### src/rtl/fir_q15_pkg.sv
// ----------------------------------------------------------------------------
// fir_q15_pkg: shared types and constants of the Q15 FIR filter
// Widths, tap count, command codes, controller states and control bundle.
// ----------------------------------------------------------------------------
package fir_q15_pkg;

    localparam int TAPS     = 64;
    localparam int SAMPLE_W = 16;
    localparam int COEF_W   = 16;
    localparam int IDX_W    = 6;
    localparam int PROD_W   = SAMPLE_W + COEF_W;
    // Exact sum width: product plus log2(TAPS) growth bits.
    localparam int OUT_W    = PROD_W + $clog2(TAPS);

    // Packed beat widths, rounded up to whole bytes.
    localparam int S_TDATA_W = ((SAMPLE_W + IDX_W + COEF_W + 7) / 8) * 8;
    localparam int M_TDATA_W = ((OUT_W + 7) / 8) * 8;

    // Field positions inside the slave tdata.
    localparam int SAMPLE_LSB = 0;
    localparam int IDX_LSB    = SAMPLE_LSB + SAMPLE_W;
    localparam int COEF_LSB   = IDX_LSB + IDX_W;

    // Cycles from sample accept until the last cell's sum is settled.
    localparam int LAT   = TAPS + 1;
    localparam int CNT_W = $clog2(LAT + 1);

    // Command codes carried in tuser.
    localparam logic FUNC_SAMPLE = 1'b0;
    localparam logic FUNC_COEF   = 1'b1;

    typedef enum logic [1:0] {
        S_IDLE,
        S_CALC,
        S_HOLD
    } t_state;

    // Controller to datapath strobes.
    typedef struct packed {
        logic shift;    // advance the delay line by one sample
        logic coef_we;  // write one coefficient
        logic load;     // capture the finished sum into the output register
    } t_ctl;

endpackage

### src/rtl/fir_q15_cell.sv
// ----------------------------------------------------------------------------
// fir_q15_cell: one tap of the FIR chain
// Holds one delayed sample and one coefficient, forms their product and adds
// it to the partial sum handed over by the previous cell.
// ----------------------------------------------------------------------------
module fir_q15_cell (
    input  logic                                     i_clk,
    input  logic                                     i_rst_n,
    input  logic                                     i_shift,
    input  logic signed [fir_q15_pkg::SAMPLE_W-1:0]  i_sample,
    output logic signed [fir_q15_pkg::SAMPLE_W-1:0]  o_sample,
    input  logic                                     i_coef_we,
    input  logic signed [fir_q15_pkg::COEF_W-1:0]    i_coef,
    input  logic signed [fir_q15_pkg::OUT_W-1:0]     i_sum,
    output logic signed [fir_q15_pkg::OUT_W-1:0]     o_sum
);

    logic signed [fir_q15_pkg::SAMPLE_W-1:0] r_sample;
    logic signed [fir_q15_pkg::COEF_W-1:0]   r_coef;
    logic signed [fir_q15_pkg::PROD_W-1:0]   r_prod;
    logic signed [fir_q15_pkg::OUT_W-1:0]    r_sum;

    always_ff @(posedge i_clk) begin
        if (!i_rst_n) begin
            r_sample <= '0;
            r_coef   <= '0;
        end else begin
            if (i_shift) begin
                r_sample <= i_sample;
            end
            if (i_coef_we) begin
                r_coef <= i_coef;
            end
        end
    end

    // Product and partial sum recompute every cycle; the sum wave settles
    // one cell per cycle down the chain.
    always_ff @(posedge i_clk) begin
        r_prod <= r_sample * r_coef;
        r_sum  <= i_sum + fir_q15_pkg::OUT_W'(r_prod);
    end

    assign o_sample = r_sample;
    assign o_sum    = r_sum;

endmodule

### config.mk
export PLATFORM = sky130hd
export DESIGN_NAME = fir_q15_cell
export DESIGN_NICKNAME = d
export VERILOG_FILES = /design/src/rtl/fir_q15_pkg.sv /design/src/rtl/fir_q15_cell.sv
export SDC_FILE = /design/constraint.sdc
export NUM_CORES = 1
export LEC_CHECK = 0
export BUFFER_PORTS_ARGS = -buffer_cell sky130_fd_sc_hd__clkbuf_2
export CAP_MARGIN = 20
export CORE_MARGIN = 2
export CORE_UTILIZATION = 60
export CTS_CLUSTER_SIZE = 30
export DETAILED_ROUTE_END_ITERATION = 10
export GPL_ROUTABILITY_DRIVEN = 0
export PLACE_DENSITY_LB_ADDON = 0.15
export RECOVER_POWER = 25
export SLEW_MARGIN = 20
export SYNTH_ARGS = -nofsm -noshare
export SYNTH_HDL_FRONTEND = slang
export SYNTH_SLANG_ARGS = --single-unit
### constraint.sdc
create_clock -name i_clk -period 13.3 [get_ports i_clk]
set_input_delay 1.995 -clock i_clk [delete_from_list [all_inputs] [get_ports i_clk]]
set_output_delay 1.995 -clock i_clk [all_outputs]
set_load 0.05 [all_outputs]
==> results of run 1 <==
-- worst min path at each step --
| stage | from | depth (start not counted) | endpoint | slack, ns |
|---|---|---|---|---|
| detailed placement | r_prod[0]$_DFF_P_ | 1 | o_sum[0]$_DFF_P_ | 0.44 |
| CTS | r_prod[0]$_DFF_P_ | 1 | o_sum[0]$_DFF_P_ | 0.46 |
| floorplan | r_prod[0]$_DFF_P_ | 1 | o_sum[0]$_DFF_P_ | 0.42 |
| finish | r_prod[0]$_DFF_P_ | 1 | o_sum[0]$_DFF_P_ | 0.45 |
| global route | r_prod[0]$_DFF_P_ | 1 | o_sum[0]$_DFF_P_ | 0.48 |
| global placement | r_prod[0]$_DFF_P_ | 1 | o_sum[0]$_DFF_P_ | 0.43 |
-- through the flow --
stage / cells / power, mW / util / area, µm²
3_5_place_dp: 1936 / 1.50 / 0.649 / 15200
5_1_grt: 1951 / 1.93 / 0.662 / 15500
4_1_cts: 1951 / 1.79 / 0.662 / 15500
6_report: 1951 / 1.78 / 0.662 / 15500
3_3_place_gp: 1936 / 1.47 / 0.649 / 15200
2_1_floorplan: 1536 / 1.28 / - / 14400
-- logic make-up after synthesis --
logic type               count (synthesis)  synth area share
multiplexers                            34            0.0237
XOR/XNOR                                61            0.0372
buffers and inverters                  348            0.0914
AND/OR/NAND/NOR                        427             0.151
flip-flops                             102             0.142
AO/OA/AOI/OAI                          182            0.0854
adder cells (fa/ha/maj)                382             0.470
-- layer usage --
metal / vias to the layer above / global-route usage / part of all wire
met5: - / 0 / 0
met4: 0 / 0.0509 / 0.011
met3: 30 / 0.0509 / 0.077
met2: 374 / 0.422 / 0.45
met1: 5045 / 0.389 / 0.47
li1: 4948 / - / -
-- final cells by class --
cell class / instances / share of cell area
well taps: 319 / 0.0257
repair buffers: 127 / 0.0407
inverters: 302 / 0.0730
flip-flops and latches: 102 / 0.131
clock inverters: 6 / 0.00491
clock buffers: 9 / 0.0145
multi-input cells: 1086 / 0.710
-- power groups by stage --
stage	logic, mW	clock network [mW]	registers (mW)
after floorplan	0.638	0	0.639
after global placement	1.01	0	0.468
after detailed placement	1.03	0	0.471
after CTS	1.03	0.293	0.464
after global routing	1.15	0.308	0.476
final	1.03	0.285	0.465
-- sequential cells by signal, indices dropped and copies added (netlist names) --
name	count
o_sample	16
r_coef	16
o_sum	38
r_prod	32
-- cell usage in the layout, fill, tap and decap left out, drive strengths merged, types with 16 or more instances in the layout --
| cell type | count |
|---|---|
| o21ai | 36 |
| nor2 | 52 |
| nor2b | 34 |
| and2 | 132 |
| inv | 306 |
| dfxtp | 102 |
| mux2i | 34 |
| ha | 119 |
| a21o | 19 |
| xnor2 | 46 |
| a21oi | 53 |
| clkbuf | 136 |
| fa | 263 |
| nand2 | 151 |
| o21a | 16 |
-- worst max-delay path, delay by kind of cell, from the launching register on --
family | cells | cell delay, ns
compound gates | 4 | 0.88
xor+xnor | 1 | 0.13
fa+ha+maj | 7 | 3.71
buf+inv | 3 | 0.26
flops | 1 | 0.77
simple gates | 3 | 0.67
==> flow_metrics.py, run 1 <==
metrics = {
    "status": {
        "result_of_the_run": "complete, no violations",
    },
    "global_routing": {
        "first_global_vias": 10936,
        "grt_start_max_net_pins": 33,
        "overflow": 0,
        "antenna_violations_before_repair": 0,
        "grt.total_usage": 0.267,
        "grt_first_pass_wirelength_um": 54300,
    },
    "timing": {
        "final_skew_ns": 0.0247,
        "period_needed_ns": 6.51,
        "min_period_over_period": 0.489,
        "timing.final.setup_violations": 0,
        "fin_hold_ws_ns": 0.450,
        "rsz0062_at_grt": "false",
        "drv_slew": 0,
        "max-slew-margin-rel": 0.206,
        "timing_hold_violations_final": 0,
        "tightest_slew_ns": 1.19,
        "max_freq_ghz": 0.154,
        "post-route-worst-setup-slack_ns": 6.79,
        "timing.setup.tns_ns": 0,
    },
    "route": {
        "wl_um": 31800,
        "drt-initial-drc-count": 649,
        "first_pass_iters": 5,
        "wl_per_cell_um": 16.3,
        "route.detailed.vias_per_inst": 5.33,
        "ant_nets": 0,
        "route.detailed.drc": 0,
        "vias": 10397,
    },
    "cells_and_area": {
        "register_area_um2": 2040,
        "multi_input_area_um2": 11000,
        "layout.nets": 2084,
        "num-fill-cells": 1999,
        "antenna_cells_inserted": 0,
        "area_growth_syn_to_layout_pct": 8.01,
        "layout-drive-gt1-share": 0.0925,
    },
    "pwr": {
        "power.share.combinational": 0.579,
        "peakVddDrop_mv": 0.112,
        "power.leakage_nw": 8.01,
        "pwr_density_cell_nw_per_um2": 115,
        "cellInternalPower_mw": 0.937,
        "power.sequential.fraction": 0.261,
        "power.net_switching_mw": 0.843,
        "p_clk_frac": 0.160,
        "power.switching_fraction": 0.474,
    },
    "placement": {
        "buffer_ports.inserted": 127,
        "preCtsSetupSlack_ns": 6.81,
        "half_perimeter_wire_length_after_placement_um": 25800,
    },
    "synthesis": {
        "syn-num-nets": 1992,
        "synth_largest_area_cell": "sky130_fd_sc_hd__fa_1",
        "postSynthRegisterBits": 102,
        "synth.avg_cell_area_um2": 9.36,
        "netlist_instances": 1536,
        "post-synth-top-count-cell": "sky130_fd_sc_hd__inv_1",
        "synth_top_cell_area_share": 0.366,
        "synth_edf_count": 0,
        "synth_top_flop_cell": "sky130_fd_sc_hd__dfxtp_1",
        "main_area_contributors_after_synthesis": "sky130_fd_sc_hd__fa_1, sky130_fd_sc_hd__dfxtp_1, sky130_fd_sc_hd__ha_1",
        "netlist_top_cells_count": "sky130_fd_sc_hd__inv_1, sky130_fd_sc_hd__fa_1, sky130_fd_sc_hd__nand2_1",
        "netlist_area_um2": 14400,
        "async_s_r_ff_share_synth": 0,
        "synthDistinctLibCells": 57,
        "synth-warning-count": 0,
        "yosysSeqAreaShare": 0.142,
    },
    "floorplanning": {
        "fp.dieH_um": 159,
        "ios": 128,
        "die_width_um": 159,
        "die-area_um2": 25200,
        "fp-row-count": 56,
        "initial_core_utilization": 0.613,
        "core_um2": 23500,
    },
    "run": {
        "maxCapViolCount": 0,
    },
    "cts": {
        "numClockSinks": 102,
        "cts_buffer_depth": 2,
        "tritoncts.num_buffers": 9,
        "clk-insertion-delay-late_ns": 0.37,
        "ctsRootBufferMaster": "sky130_fd_sc_hd__clkbuf_16",
        "htree_levels": 3,
        "post_cts.resized_instances": 0,
        "cts_tree": "done",
        "clk_pin_slew_worst_paths_ns": 0.08,
        "hold_buf_cts": 0,
        "post_cts_buffers": 0,
    },
    "hold_path": {
        "hp-class": "flip-flop to flip-flop",
    },
    "setup_path": {
        "required_ns": 13.55,
        "regToRegStartpoint": "o_sample[15]$_SDFFE_PN0P_",
        "crit_chain": "nand2_1 > inv_1 > fa_1 > fa_1 > fa_1 > fa_1 > fa_1 > inv_1 > fa_1 > inv_1 > ha_1 > nand2_1 > or3_1 > o221ai_1 > o21ai_1 > o311ai_1 > a21oi_1 > xnor2_1",
        "cp-startpoint": "o_sample[15]$_SDFFE_PN0P_",
        "critical-path-max-stage-delay_ns": 0.85,
        "ff2ff_setup_slack_ns": 6.79,
        "worstPathMaxFanout": 18,
        "end_kind": "flip-flop",
        "cp.arrival_ns": 6.76,
        "critical_path.slowest_cell": "sky130_fd_sc_hd__fa_1",
        "r2r_end": "r_prod[31]$_DFF_P_",
        "r2r.worst_path.cells": 18,
        "setup.worst_path.class": "flip-flop to flip-flop",
        "critPathCapture": "r_prod[31]$_DFF_P_",
        "path_common_cell": "sky130_fd_sc_hd__fa_1",
        "start_kind": "flip-flop",
    },
}
No activity file was read; power rests on OpenSTA's default activity.
==> inputs of run 2 (changes only) <==
==> constraint.sdc (replaced) <==
create_clock -name i_clk -period 6.5 [get_ports i_clk]
set_input_delay 0.975 -clock i_clk [delete_from_list [all_inputs] [get_ports i_clk]]
set_output_delay 0.975 -clock i_clk [all_outputs]
set_load 0.05 [all_outputs]
==> flow_metrics.py, run 2 (same netlist as run 1, synthesis figures left out) <==
metrics = {
    "status": {
        "result_of_the_run": "complete, no violations",
    },
    "cells_and_area": {
        "fin_util": 0.672,
        "area_growth_syn_to_layout_pct": 9.73,
        "largest_register_ff_count": 38,
        "antenna_cells_inserted": 0,
        "mostFrequentLayoutCell": "sky130_fd_sc_hd__inv_1",
        "layout.nets": 2112,
        "layout_common_cells": "sky130_fd_sc_hd__inv_1, sky130_fd_sc_hd__fa_1, sky130_fd_sc_hd__nand2_1",
        "layout-drive-gt1-share": 0.118,
        "num-fill-cells": 1929,
    },
    "floorplanning": {
        "fp.dieH_um": 159,
        "die-area_um2": 25200,
        "initial_core_utilization": 0.613,
        "die_width_um": 159,
        "core_um2": 23500,
        "ios": 128,
        "fp-row-count": 56,
    },
    "run": {
        "maxCapViolCount": 0,
    },
    "hold_path": {
        "hp-class": "flip-flop to flip-flop",
    },
    "cts": {
        "cts_tree": "done",
        "tritoncts.num_buffers": 9,
        "cts_buffer_depth": 2,
        "clk-insertion-delay-late_ns": 0.36,
        "clk_pin_slew_worst_paths_ns": 0.08,
        "ctsRootBufferMaster": "sky130_fd_sc_hd__clkbuf_16",
        "numClockSinks": 102,
        "htree_levels": 3,
    },
    "timing": {
        "final_skew_ns": 0.0143,
        "timing.final.setup_violations": 0,
        "timing.setup.tns_ns": 0,
        "max-slew-margin-rel": 0.222,
        "drv_slew": 0,
        "timing_hold_violations_final": 0,
        "max_freq_ghz": 0.160,
        "tightest_slew_ns": 1.17,
        "fin_hold_ws_ns": 0.455,
        "min_period_over_period": 0.960,
        "period_needed_ns": 6.24,
    },
    "pwr": {
        "p_clk_frac": 0.160,
        "pwr_density_cell_nw_per_um2": 232,
        "power.net_switching_mw": 1.72,
        "power.share.combinational": 0.586,
        "power.sequential.fraction": 0.254,
        "power.switching_fraction": 0.472,
        "power.leakage_nw": 8.17,
        "cellInternalPower_mw": 1.93,
        "peakVddDrop_mv": 0.188,
    },
    "global_routing": {
        "antenna_violations_before_repair": 1,
        "first_global_vias": 11107,
        "grt_first_pass_wirelength_um": 53700,
        "grt.total_usage": 0.263,
        "grt_start_max_net_pins": 33,
        "overflow": 0,
    },
    "setup_path": {
        "crit_buf_inv": 5,
        "worstPathMaxFanout": 9,
        "path_common_cell": "sky130_fd_sc_hd__fa_1",
        "cp.arrival_ns": 6.47,
        "start_kind": "flip-flop",
        "crit_chain": "buf_4 > and2_1 > fa_1 > inv_1 > fa_1 > fa_1 > inv_1 > fa_1 > fa_1 > inv_1 > fa_1 > inv_1 > ha_1 > a21o_1 > a21o_1 > a221oi_1 > a21oi_1 > a311oi_1 > o21ai_0 > xor2_1",
        "crit_family": "adder cells",
        "ff2ff_setup_slack_ns": 0.26,
        "end_kind": "flip-flop",
        "setup.worst_path.class": "flip-flop to flip-flop",
        "required_ns": 6.73,
        "critical-path-max-stage-delay_ns": 0.54,
        "critical_path.slowest_cell": "sky130_fd_sc_hd__fa_1",
    },
    "placement": {
        "buffer_ports.inserted": 127,
        "half_perimeter_wire_length_after_placement_um": 26400,
    },
    "route": {
        "first_pass_iters": 6,
        "vias": 10483,
        "wl_per_cell_um": 16.0,
        "ant_nets": 0,
        "wl_um": 31700,
        "route.detailed.vias_per_inst": 5.29,
        "drt-initial-drc-count": 563,
        "route.detailed.drc": 0,
    },
}
run 2: cell types whose count changed in the layout (fill, tap and decap cells not counted), sizes merged:
cell      change
buf          +28
clkinvlp      +2
inv           -1
run 2: power by group through the flow:
stage | clock, mW | combinational, mW | sequential (mW)
2_1_floorplan | 0 | 1.30 | 1.31
3_3_place_gp | 0 | 2.09 | 0.937
3_5_place_dp | 0 | 2.13 | 0.942
4_1_cts | 0.599 | 2.14 | 0.928
5_1_grt | 0.628 | 2.39 | 0.948
6_report | 0.584 | 2.14 | 0.929
run 2: path summary, 6_finish.rpt:
kind | depth (start not counted) | startpoint | end
hold reg to reg | 1 | r_prod[0]$_DFF_P_ | o_sum[0]$_DFF_P_
hold / removal | 1 | r_prod[0]$_DFF_P_ | o_sum[0]$_DFF_P_
setup / recovery | 20 | o_sample[9]$_SDFFE_PN0P_ | r_prod[26]$_DFF_P_
setup reg to reg | 20 | o_sample[9]$_SDFFE_PN0P_ | r_prod[26]$_DFF_P_
run 2: layout make-up:
cell class                      instances  area (µm²)  area share
Clock buffer                            9         225      0.0143
Clock inverter                          7        78.8     0.00500
Inverter                              302        1130      0.0718
Multi-Input combinational cell       1086       11000       0.700
Sequential cell                       102        2060       0.131
Tap cell                              319         399      0.0253
Timing Repair Buffer                  155         842      0.0534
run 2: metal layers:
layer	track usage	vias to the layer above	share of wire
li1	-	4996	-
met5	0	-	0
met3	0.0470	38	0.064
met4	0.0571	0	0.012
met2	0.429	344	0.46
met1	0.370	5105	0.47
run 2: repair_timing:
item                                    in CTS  in global routing
setup buffers                                0                  0
endpoints found under the setup margin       0                  9
hold buffers                                 0                  0
resized for setup                            0                 17
run 2: through the flow:
stage	total power, mW	cell area (µm²)	worst slack, ns	instances
2_1_floorplan	2.61	14400	0.236	1536
4_1_cts	3.66	15700	0.0683	1980
5_1_grt	3.96	15800	-0.00479	1980
3_5_place_dp	3.07	15400	0.110	1964
3_3_place_gp	3.03	15400	0.226	1964
6_report	3.65	15800	0.262	1980
