===== config.mk =====
export PLATFORM = sky130hd
export DESIGN_NAME = fir_q15_ctrl
export DESIGN_NICKNAME = d
export VERILOG_FILES = /design/src/rtl/fir_q15_pkg.sv /design/src/rtl/fir_q15_ctrl.sv
export SDC_FILE = /design/constraint.sdc
export NUM_CORES = 1
export LEC_CHECK = 0
export ABC_CLOCK_PERIOD_IN_PS = 1800
export BUFFER_PORTS_ARGS = -buffer_cell sky130_fd_sc_hd__buf_2
export CELL_PAD_IN_SITES_DETAIL_PLACEMENT = 0
export CELL_PAD_IN_SITES_GLOBAL_PLACEMENT = 1
export CORE_AREA = 2 2 44 46
export DETAILED_ROUTE_END_ITERATION = 16
export DIE_AREA = 0 0 46 48
export PLACE_DENSITY = 0.58
export SYNTH_ARGS = -nofsm -noshare
export SYNTH_HDL_FRONTEND = slang
export SYNTH_SLANG_ARGS = --single-unit

===== constraint.sdc =====
create_clock -name i_clk -period 1.8 [get_ports i_clk]
set_clock_uncertainty 0.05 [all_clocks]
set_input_delay 0.09 -clock i_clk [delete_from_list [all_inputs] [get_ports i_clk]]
set_output_delay 0.09 -clock i_clk [all_outputs]
set_load 0.01 [all_outputs]

===== src/rtl/fir_q15_pkg.sv =====
// ----------------------------------------------------------------------------
// fir_q15_pkg: shared types and constants of the Q15 FIR filter
// Widths, tap count, command codes, controller states and control bundle.
// ----------------------------------------------------------------------------
package fir_q15_pkg;

    localparam int TAPS     = 64;
    localparam int SAMPLE_W = 16;
    localparam int COEF_W   = 16;
    localparam int IDX_W    = 6;
    localparam int PROD_W   = SAMPLE_W + COEF_W;
    // Exact sum width: product plus log2(TAPS) growth bits.
    localparam int OUT_W    = PROD_W + $clog2(TAPS);

    // Packed beat widths, rounded up to whole bytes.
    localparam int S_TDATA_W = ((SAMPLE_W + IDX_W + COEF_W + 7) / 8) * 8;
    localparam int M_TDATA_W = ((OUT_W + 7) / 8) * 8;

    // Field positions inside the slave tdata.
    localparam int SAMPLE_LSB = 0;
    localparam int IDX_LSB    = SAMPLE_LSB + SAMPLE_W;
    localparam int COEF_LSB   = IDX_LSB + IDX_W;

    // Cycles from sample accept until the last cell's sum is settled.
    localparam int LAT   = TAPS + 1;
    localparam int CNT_W = $clog2(LAT + 1);

    // Command codes carried in tuser.
    localparam logic FUNC_SAMPLE = 1'b0;
    localparam logic FUNC_COEF   = 1'b1;

    typedef enum logic [1:0] {
        S_IDLE,
        S_CALC,
        S_HOLD
    } t_state;

    // Controller to datapath strobes.
    typedef struct packed {
        logic shift;    // advance the delay line by one sample
        logic coef_we;  // write one coefficient
        logic load;     // capture the finished sum into the output register
    } t_ctl;

endpackage


===== src/rtl/fir_q15_ctrl.sv =====
// ----------------------------------------------------------------------------
// fir_q15_ctrl: handshake and sequencing for the FIR chain
// Accepts beats, times the sum settling through the cells and manages the
// output register's valid flag.
// ----------------------------------------------------------------------------
module fir_q15_ctrl (
    input  logic               i_clk,
    input  logic               i_rst_n,
    input  logic               i_valid,
    input  logic               i_func,
    output logic               o_ready,
    input  logic               i_out_ready,
    output logic               o_out_valid,
    output fir_q15_pkg::t_ctl  o_ctl
);

    fir_q15_pkg::t_state             r_state;
    fir_q15_pkg::t_state             n_state;
    logic [fir_q15_pkg::CNT_W-1:0]   r_cnt;
    logic                            r_out_valid;
    logic                            accept;
    logic                            slot_free;
    logic                            sum_ready;

    assign o_ready   = (r_state == fir_q15_pkg::S_IDLE);
    assign accept    = i_valid && o_ready;
    assign slot_free = !r_out_valid || i_out_ready;
    assign sum_ready = (r_cnt == fir_q15_pkg::CNT_W'(fir_q15_pkg::LAT));

    always_comb begin
        n_state = r_state;
        unique case (r_state)
            fir_q15_pkg::S_IDLE: begin
                if (accept && (i_func == fir_q15_pkg::FUNC_SAMPLE)) begin
                    n_state = fir_q15_pkg::S_CALC;
                end
            end
            fir_q15_pkg::S_CALC: begin
                if (sum_ready) begin
                    n_state = slot_free ? fir_q15_pkg::S_IDLE : fir_q15_pkg::S_HOLD;
                end
            end
            fir_q15_pkg::S_HOLD: begin
                if (slot_free) begin
                    n_state = fir_q15_pkg::S_IDLE;
                end
            end
            default: n_state = fir_q15_pkg::S_IDLE;
        endcase
    end

    always_comb begin
        o_ctl.shift   = accept && (i_func == fir_q15_pkg::FUNC_SAMPLE);
        o_ctl.coef_we = accept && (i_func == fir_q15_pkg::FUNC_COEF);
        o_ctl.load    = slot_free &&
                        (((r_state == fir_q15_pkg::S_CALC) && sum_ready) ||
                         (r_state == fir_q15_pkg::S_HOLD));
    end

    always_ff @(posedge i_clk) begin
        if (!i_rst_n) begin
            r_state     <= fir_q15_pkg::S_IDLE;
            r_cnt       <= '0;
            r_out_valid <= 1'b0;
        end else begin
            r_state <= n_state;
            if (r_state == fir_q15_pkg::S_CALC && !sum_ready) begin
                r_cnt <= r_cnt + 1'b1;
            end else if (r_state != fir_q15_pkg::S_CALC) begin
                r_cnt <= '0;
            end
            if (o_ctl.load) begin
                r_out_valid <= 1'b1;
            end else if (i_out_ready) begin
                r_out_valid <= 1'b0;
            end
        end
    end

    assign o_out_valid = r_out_valid;

endmodule


==> results.sh, run 1 <==
export IMPL_vias=439
export IMPL_crit_chain="inv_1 > ha_1 > and4b_1 > a21oi_1 > nor2_1 > buf_2"
export IMPL_initialDrtViolationCount=5
export IMPL_crit_path_top_delay_cell="dfxtp_1"
export IMPL_fmax_mhz=605.1
export IMPL_outcome="complete, no violations"
export IMPL_critPathKind="reg2out"
export IMPL_initial_core_util_pct=29.78
export IMPL_critPathLaunchType="flip-flop"
export IMPL_leakage_nw=0.2517
export IMPL_cts_buffers=3
export IMPL_synthArstFlopShare_pct=0
export IMPL_grt_max_degree=8
export IMPL_syn_cell_area_sq_um=503.0
export IMPL_crit_fanout=5
export IMPL_slew_viol_final=0
export IMPL_synth_nets=63
export IMPL_antenna_cells=0
export IMPL_dp_slack_ns=0.4294
export IMPL_drive_gt1_share_pct=23.94
export IMPL_die_w_microns=46
export IMPL_setup_tns_ns=0
export IMPL_critPathMaxStageDelay_ns=0.36
export IMPL_drt_total_wl_microns=1047
export IMPL_syn_to_final_growth_pct=23.88
export IMPL_path_delay_family="flip-flops"
export IMPL_cts_resized=0
export IMPL_finalSetupViolCount=0
export IMPL_hold_viol=0
export IMPL_io_buffers=9
export IMPL_synthDistinctLibCells=22
export IMPL_clk_latency_ns=0.27
export IMPL_rows=15
export IMPL_path_buf_inv=2
export IMPL_syn_avg_cell_area_sq_um=8.982
export IMPL_io_pins=10
export IMPL_finalCriticalPeriod_ns=1.653
export IMPL_netlist_instances=56
export IMPL_yosys_warnings=0
export IMPL_gp_congestion=0.7130
export IMPL_die_area_sq_mm=0.002208
export IMPL_synth_flop_cell="dfxtp_1"
export IMPL_ir_worst_vdd_v=0.0004551
export IMPL_period_share_pct=91.82
export IMPL_cap_violations=0
export IMPL_yosysSeqAreaShare_pct=39.80
export IMPL_tritoncts="yes"
export IMPL_grt_overflow_total=0
export IMPL_drcViolationCount=0
export IMPL_drt_pass1_iter_count=4
export IMPL_worst_setup_path_end_kind="output port"
export IMPL_tightest_slew_ns=0.3406
export IMPL_fp_dieH_microns=48
export IMPL_max_slew_margin_pct=77.12
export IMPL_grt_pass1_wl_microns=1794
export IMPL_cts_root_buf="clkbuf_4"
export IMPL_cts_sinks=10
export IMPL_min_path_type="in2reg"
export IMPL_drt_wirelength_per_cell_microns=11.90
export IMPL_cp_arrival_ns=1.51
export IMPL_cts_setup_buffers=0
export IMPL_powerDensity_mw_per_mm2=748.0
export IMPL_grt_use_total_pct=11.84
export IMPL_antenna_found_initial=0
export IMPL_setup_ws_ns=0.1473
export IMPL_htree_levels=1
export IMPL_dp_hpwl_microns=749.7
export IMPL_grt_pass1_vias=430
export IMPL_detail_route_vias_per_cell=4.989
export IMPL_final_nets=79
export IMPL_crit_required_ns=1.66
export IMPL_path_clk_slew_ns=0.07
export IMPL_ant_nets=0
export IMPL_synth_edff_count=0
export IMPL_ys_ff_latch=10
export IMPL_grt_setup_unrepaired="false"
export IMPL_clockBufferDepth=2
export IMPL_core_area_sq_mm=0.001689
-- final cells by class --
type / instances / area, sq um
Timing Repair Buffer: 11 / 62.56
Clock buffer: 4 / 36.28
Inverter: 2 / 7.507
Tap cell: 17 / 21.27
Multi-Input combinational cell: 44 / 295.3
Fill cell: 184 / 1066
Sequential cell: 10 / 200.2
-- tightest hold or removal path, cell delays in order --
cell and delay [ns]:
buf_2 0.12, nand2_1 0.05, nor2_1 0.03
-- stage by stage --
step                hold WS [ns]  cell area (sq um)  instances  utilization [%]  total power [mW]
floorplan                 0.1343              503.0         56                -            0.2506
global placement          0.2505              576.8         83            34.15            0.2671
detailed placement        0.2635              576.8         83            34.15            0.2671
CTS                      0.01594              623.1         88            36.89            0.4733
global route             0.03886              623.1         88            36.89            0.4913
finish                   0.02250              623.1         88            36.89            0.4661
-- path summary, 6_finish.rpt --
path,from,endpoint,slack [ns],depth (start not counted)
hold reg to reg,r_cnt[1],r_cnt[1],0.47,2
setup reg to reg,r_cnt[0],r_cnt[6],0.43,4
setup / recovery,r_cnt[1],o_ctl[0],0.15,6
hold / removal,i_rst_n,r_state[1],0.02,3
-- cells in the final DEF, fill, tap and decap left out, types with 2 or more instances in the layout --
cell	n
dfxtp_1	10
buf_2	9
nor2_1	6
o21ai_0	6
nand2_1	5
a21oi_1	3
nand3b_1	3
clkbuf_4	3
nor2b_1	2
inv_1	2
and3_1	2
nand3_2	2
or3_1	2
xor2_1	2
ha_1	2
-- cells by family after synthesis --
logic type / share of synthesized area (%)
AOI/OAI and AO/OA: 14.93
xor gates and xnor gates: 3.483
adders and majority gates: 4.974
and+or+nand+nor: 35.32
buffers and inverters: 1.493
DFF: 39.80
-- sequential cells by signal, indices dropped and copies added, names as in the netlist --
name / count
o_out_valid: 1
r_state: 2
r_cnt: 7
-- timing repair --
action / 4_1_cts / 5_1_grt
hold buffers: 1 / 0
hold endpoints to repair: 1 / 0
endpoints found under the setup margin: 0 / 0
-- report_power, final --
group          internal [mW]  switching, mW
sequential             0.225        0.00424
clock                  0.123         0.0795
combinational         0.0168         0.0181
-- Yosys cell counts, drive strengths merged (2+ instances only) --
cell type / n / area, sq um
nor2b: 2 / 12.51
nand3: 3 / 25.02
inv: 2 / 7.510
and3: 2 / 12.51
nor2: 6 / 22.52
nand2: 5 / 18.77
a21oi: 3 / 15.01
dfxtp: 10 / 200.2
or3: 2 / 12.51
ha: 2 / 25.02
nand3b: 3 / 22.52
xor2: 2 / 17.52
o21ai: 6 / 30.03
-- metal layers --
| metal | global-route usage [%] | vias to the layer above | wire (microns) |
|---|---|---|---|
| met2 | 18.06 | 11 | 461 |
| met5 | 0 | - | 0 |
| li1 | - | 234 | - |
| met3 | 5.660 | 2 | 67 |
| met1 | 14.19 | 192 | 505 |
| met4 | 5.143 | 0 | 12 |
No activity file was read; power rests on OpenSTA's default activity.
==> run 2: changes to the inputs <==
--- a/config.mk
+++ b/config.mk
@@ -5,14 +5,15 @@
 export SDC_FILE = /design/constraint.sdc
 export NUM_CORES = 1
 export LEC_CHECK = 0
+export ABC_AREA = 1
 export ABC_CLOCK_PERIOD_IN_PS = 1800
 export BUFFER_PORTS_ARGS = -buffer_cell sky130_fd_sc_hd__buf_2
 export CELL_PAD_IN_SITES_DETAIL_PLACEMENT = 0
 export CELL_PAD_IN_SITES_GLOBAL_PLACEMENT = 1
-export CORE_AREA = 2 2 44 46
+export CORE_AREA = 2 2 47 49
 export DETAILED_ROUTE_END_ITERATION = 16
-export DIE_AREA = 0 0 46 48
-export PLACE_DENSITY = 0.58
+export DIE_AREA = 0 0 49 51
+export PLACE_DENSITY = 0.57
 export SYNTH_ARGS = -nofsm -noshare
 export SYNTH_HDL_FRONTEND = slang
 export SYNTH_SLANG_ARGS = --single-unit
==> results.sh, run 2 <==
export IMPL_outcome="complete, no violations"
export IMPL_cts_resized=0
export IMPL_io_pins=10
export IMPL_dp_hpwl_microns=810.2
export IMPL_startpoint="r_cnt[0]"
export IMPL_synthTopCellsByCount="inv_1 (13), nand2_1 (12), dfxtp_1 (10)"
export IMPL_critPathLaunchType="flip-flop"
export IMPL_hold_viol=0
export IMPL_synthDistinctLibCells=18
export IMPL_drt_pass1_iter_count=3
export IMPL_regMostFlops="r_cnt"
export IMPL_final_cell_mix="inv_1 (13), nand2_1 (12), dfxtp_1 (10)"
export IMPL_ant_nets=0
export IMPL_drive_gt1_share_pct=30.34
export IMPL_cap_violations=0
export IMPL_yosys_warnings=0
export IMPL_die_w_microns=49
export IMPL_p_int_mw=0.3605
export IMPL_cts_buffers=3
export IMPL_powerDensity_mw_per_mm2=692.2
export IMPL_gp_congestion=0.7679
export IMPL_finalCriticalPeriod_ns=1.623
export IMPL_synth_nets=83
export IMPL_synthArstFlopShare_pct=0
export IMPL_tritoncts="yes"
export IMPL_core_area_sq_mm=0.002063
export IMPL_detail_route_vias_per_cell=4.137
export IMPL_yosys_cell_count_top_type="inv_1"
export IMPL_syn_cell_area_sq_um=559.3
export IMPL_drt_total_wl_microns=1043
export IMPL_seqPwrFrac_pct=48.6
export IMPL_antenna_cells=0
export IMPL_hold_buffers=0
export IMPL_timing_rr_start="r_cnt[0]"
export IMPL_finalNonFillerCells=117
export IMPL_syn_avg_cell_area_sq_um=7.359
export IMPL_grt_use_total_pct=10.47
export IMPL_largest_reg_flops=7
export IMPL_reg2reg_slack_ns=0.55
export IMPL_switchingPower_mw=0.1071
export IMPL_worst_setup_path_end_kind="output port"
export IMPL_fmax_mhz=616.3
export IMPL_cp_arrival_ns=1.48
export IMPL_p_total_mw=0.4677
export IMPL_syn_to_final_growth_pct=20.81
export IMPL_ff2ff_path_depth=6
export IMPL_crit_required_ns=1.66
export IMPL_rows=17
export IMPL_ir_worst_vdd_v=0.0002791
export IMPL_grt_pass1_wl_microns=1883
export IMPL_die_area_sq_mm=0.002499
export IMPL_synth_top_area_share_pct=35.79
export IMPL_placed_cells=113
export IMPL_setup_tns_ns=0
export IMPL_fp_dieH_microns=51
export IMPL_crit_fanout=5
export IMPL_grt_setup_unrepaired="false"
export IMPL_io_buffers=9
export IMPL_initial_core_util_pct=27.11
export IMPL_initialDrtViolationCount=5
export IMPL_cts_root_buf="clkbuf_4"
export IMPL_cts_setup_buffers=0
export IMPL_final_nets=97
export IMPL_drt_wirelength_per_cell_microns=8.915
export IMPL_grt_max_degree=7
export IMPL_clockBufferDepth=2
export IMPL_hold_ws_ns=0.02809
export IMPL_reg2reg_to="r_cnt[2]"
export IMPL_htree_levels=1
export IMPL_fillerInstances=234
export IMPL_crit_end="o_ctl[0]"
export IMPL_critPathKind="reg2out"
export IMPL_vias=484
export IMPL_synth_edff_count=0
export IMPL_drcViolationCount=0
export IMPL_min_path_type="in2reg"
export IMPL_cts_sinks=10
export IMPL_max_slew_margin_pct=84.96
export IMPL_period_share_pct=90.15
export IMPL_netlist_instances=76
export IMPL_ys_ff_latch=10
export IMPL_finalCoreUtilization_pct=32.75
export IMPL_yosysSeqAreaShare_pct=35.79
export IMPL_layout_cells_most_common="inv_1"
export IMPL_leakage_nw=0.3091
export IMPL_synthTopCellsByArea="dfxtp_1 (36%), inv_1 (8.7%), nand2_1 (8.1%)"
export IMPL_path_clk_slew_ns=0.07
export IMPL_p_sw_share_pct=22.91
export IMPL_slew_viol_final=0
export IMPL_power_frac_clock_pct=44.1
export IMPL_combPwrFrac_pct=7.4
export IMPL_grt_pass1_vias=480
export IMPL_finalSetupViolCount=0
export IMPL_synth_flop_cell="dfxtp_1"
export IMPL_yosysTopAreaCell="dfxtp_1"
export IMPL_antenna_found_initial=0
export IMPL_tightest_slew_ns=0.2253
export IMPL_clk_latency_ns=0.27
export IMPL_grt_overflow_total=0
run 2: changes by cell type after synthesis, sizes merged, moves of 4 or more:
cell   previous run  this run
inv               2        15
nand2             5        14
nand3             3         9
nor2              6        12
o21ai             6         1
a21oi             3         7
run 2: power groups by stage:
stage / combinational, mW / sequential, mW / clock [mW]
after CTS: 0.0352 / 0.227 / 0.215
after detailed placement: 0.0347 / 0.232 / 0
after global routing: 0.0395 / 0.227 / 0.221
after floorplan: 0.0213 / 0.232 / 0
final: 0.0344 / 0.227 / 0.206
after global placement: 0.0356 / 0.232 / 0
run 2: logic make-up after synthesis:
kind of cell	after synthesis	share of synthesized area [%]
compound gates	8	7.830
xor+xnor	2	3.133
buf+inv	16	10.74
simple gates	38	38.03
fa+ha+maj	2	4.474
flops	10	35.79
run 2: worst max-delay path, stage by stage (launching register included):
cell and delay [ns]:
dfxtp_1 0.43, ha_1 0.20, nand2_1 0.07, inv_1 0.10, nand4_2 0.13, a21oi_1 0.14, buf_2 0.14
run 2: how the worst min path moves through the flow:
| stage | startpoint | end | cells past startpoint | slack, ns |
|---|---|---|---|---|
| finish | i_rst_n | o_out_valid | 3 | 0.03 |
| global route | i_rst_n | o_out_valid | 3 | 0.04 |
| detailed placement | i_rst_n | o_out_valid | 3 | 0.32 |
| floorplan | i_rst_n | o_out_valid | 2 | 0.14 |
| CTS | i_rst_n | o_out_valid | 3 | 0.03 |
| global placement | i_rst_n | o_out_valid | 3 | 0.33 |
run 2: routing by layer:
metal	GRT usage (%)	vias up	routed length [microns]
met1	10.29	208	469
li1	-	265	-
met5	0	-	0
met3	2.924	4	54
met4	8.571	0	23
met2	18.49	7	495
run 2: per-stage QoR:
stage | instance area (sq um) | setup slack, ns
after floorplan | 559.3 | 0.6281
after global placement | 639.4 | 0.5495
after detailed placement | 639.4 | 0.5110
after CTS | 675.6 | 0.1711
after global routing | 675.6 | 0.03999
final | 675.6 | 0.1774
run 2: area by class of cell:
class | instances | area, sq um | area share, %
Multi-Input combinational cell | 50 | 299.0 | 44.26
Inverter | 16 | 60.06 | 8.889
Sequential cell | 10 | 200.2 | 29.63
Timing Repair Buffer | 9 | 45.04 | 6.667
Clock buffer | 4 | 36.28 | 5.370
Tap cell | 28 | 35.03 | 5.185
==> run 3: changes to the inputs <==
--- a/config.mk
+++ b/config.mk
@@ -7,7 +7,7 @@
 export LEC_CHECK = 0
 export ABC_AREA = 1
 export ABC_CLOCK_PERIOD_IN_PS = 1800
-export BUFFER_PORTS_ARGS = -buffer_cell sky130_fd_sc_hd__buf_2
+export BUFFER_PORTS_ARGS = -buffer_cell sky130_fd_sc_hd__buf_4
 export CELL_PAD_IN_SITES_DETAIL_PLACEMENT = 0
 export CELL_PAD_IN_SITES_GLOBAL_PLACEMENT = 1
 export CORE_AREA = 2 2 47 49
==> results.sh, run 3 (synthesis results as in run 2) <==
export IMPL_path_clk_slew_ns=0.07
export IMPL_reg2reg_slack_ns=0.59
export IMPL_timing_rr_start="r_cnt[1]"
export IMPL_clk_latency_ns=0.27
export IMPL_grt_pass1_vias=460
export IMPL_drcViolationCount=0
export IMPL_powerDensity_mw_per_mm2=680.3
export IMPL_hp_start="i_rst_n"
export IMPL_antenna_found_initial=0
export IMPL_cp_arrival_ns=1.44
export IMPL_drt_wirelength_per_cell_microns=8.983
export IMPL_initialDrtViolationCount=2
export IMPL_syn_to_final_growth_pct=24.83
export IMPL_core_area_sq_mm=0.002063
export IMPL_regMostFlops="r_cnt"
export IMPL_io_buffers=9
export IMPL_ant_nets=0
export IMPL_crit_path_top_delay_cell="dfxtp_1"
export IMPL_fp_dieH_microns=51
export IMPL_dp_slack_ns=0.5206
export IMPL_htree_levels=1
export IMPL_leakage_nw=0.3144
export IMPL_io_pins=10
export IMPL_ir_worst_vdd_v=0.0002879
export IMPL_crit_fanout=5
export IMPL_critPathKind="reg2out"
export IMPL_hold_end="o_out_valid"
export IMPL_grt_use_total_pct=10.95
export IMPL_finalCoreUtilization_pct=33.84
export IMPL_rows=17
export IMPL_antenna_cells=0
export IMPL_detail_route_vias_per_cell=4.239
export IMPL_setup_ws_ns=0.2240
export IMPL_hold_buffers=0
export IMPL_cts_root_buf="clkbuf_4"
export IMPL_p_total_mw=0.4750
export IMPL_path_delay_family="flip-flops"
export IMPL_drt_pass1_iter_count=4
export IMPL_worst_setup_path_end_kind="output port"
export IMPL_tritoncts="yes"
export IMPL_die_w_microns=49
export IMPL_grt_overflow_total=0
export IMPL_cts_setup_buffers=0
export IMPL_fmax_mhz=634.5
export IMPL_cts_resized=0
export IMPL_fillerInstances=230
export IMPL_hold_depth=3
export IMPL_grt_pass1_wl_microns=2001
export IMPL_drt_total_wl_microns=1051
export IMPL_clockBufferDepth=2
export IMPL_finalSetupViolCount=0
export IMPL_period_share_pct=87.55
export IMPL_crit_chain="ha_1 > nand2_1 > inv_1 > nand4_2 > a21oi_1 > buf_4"
export IMPL_slew_viol_final=0
export IMPL_largest_reg_flops=7
export IMPL_min_path_type="in2reg"
export IMPL_initial_core_util_pct=27.11
export IMPL_gp_congestion=0.7738
export IMPL_final_nets=97
export IMPL_layout_cells_most_common="inv_1"
export IMPL_drive_gt1_share_pct=30.34
export IMPL_path_buf_inv=2
export IMPL_finalCriticalPeriod_ns=1.576
export IMPL_cts_buffers=3
export IMPL_ff2ff_path_depth=7
export IMPL_outcome="complete, no violations"
export IMPL_reg2reg_to="r_cnt[1]"
export IMPL_hold_viol=0
export IMPL_grt_max_degree=7
export IMPL_vias=496
export IMPL_die_area_sq_mm=0.002499
export IMPL_dp_hpwl_microns=820.5
export IMPL_cap_violations=0
export IMPL_setup_tns_ns=0
export IMPL_cts_sinks=10
export IMPL_critPathMaxStageDelay_ns=0.41
export IMPL_critPathLaunchType="flip-flop"
export IMPL_grt_setup_unrepaired="false"
export IMPL_final_cell_mix="inv_1 (13), nand2_1 (12), dfxtp_1 (10)"
export IMPL_tightest_slew_ns=0.2252
export IMPL_max_slew_margin_pct=84.97
export IMPL_crit_required_ns=1.66
-- run 3: cell types whose count changed in the layout (fill, tap and decap cells not counted) --
| cell | previous run | this run |
|---|---|---|
| buf_4 | 0 | 9 |
| buf_2 | 9 | 0 |
-- run 3: where the power goes --
part	switching, mW	internal (mW)	total [mW]
combinational	0.0214	0.0181	0.0395
sequential	0.00287	0.224	0.227
clock	0.0858	0.123	0.209
-- run 3: layout make-up --
cell class	count	area [sq um]	area share [%]
Clock buffer	4	36.28	5.197
Multi-Input combinational cell	50	299.0	42.83
Timing Repair Buffer	9	67.56	9.677
Sequential cell	10	200.2	28.67
Inverter	16	60.06	8.602
Tap cell	28	35.03	5.018
-- run 3: per-stage QoR --
step / cell area, sq um / instances / hold slack (ns)
final: 698.2 / 117 / 0.002522
after detailed placement: 661.9 / 113 / 0.2871
after CTS: 698.2 / 117 / 0.002006
after global placement: 661.9 / 113 / 0.2886
after floorplan: 559.3 / 76 / 0.1376
after global routing: 698.2 / 117 / 0.002845
-- run 3: metal layers --
layer,up-vias,global-route usage (%),wire length (microns)
met4,0,8.571,42
met1,219,14.90,520
met5,-,0,0
li1,264,-,-
met3,5,2.632,43
met2,8,14.61,444
-- run 3: worst min-delay path, cell delays in order --
cell,delay (ns)
buf_4,0.12
nand2_1,0.05
inv_1,0.04
-- run 3: worst max-delay path by stage --
stage	from	endpoint	slack, ns	cells past startpoint
floorplan	r_cnt[0]	o_ctl[0]	0.63	5
global placement	r_cnt[0]	o_ctl[0]	0.55	6
detailed placement	r_cnt[0]	o_ctl[0]	0.52	6
CTS	r_cnt[0]	o_ctl[0]	0.22	6
global route	r_cnt[0]	o_ctl[0]	0.06	6
finish	r_cnt[0]	o_ctl[0]	0.22	6
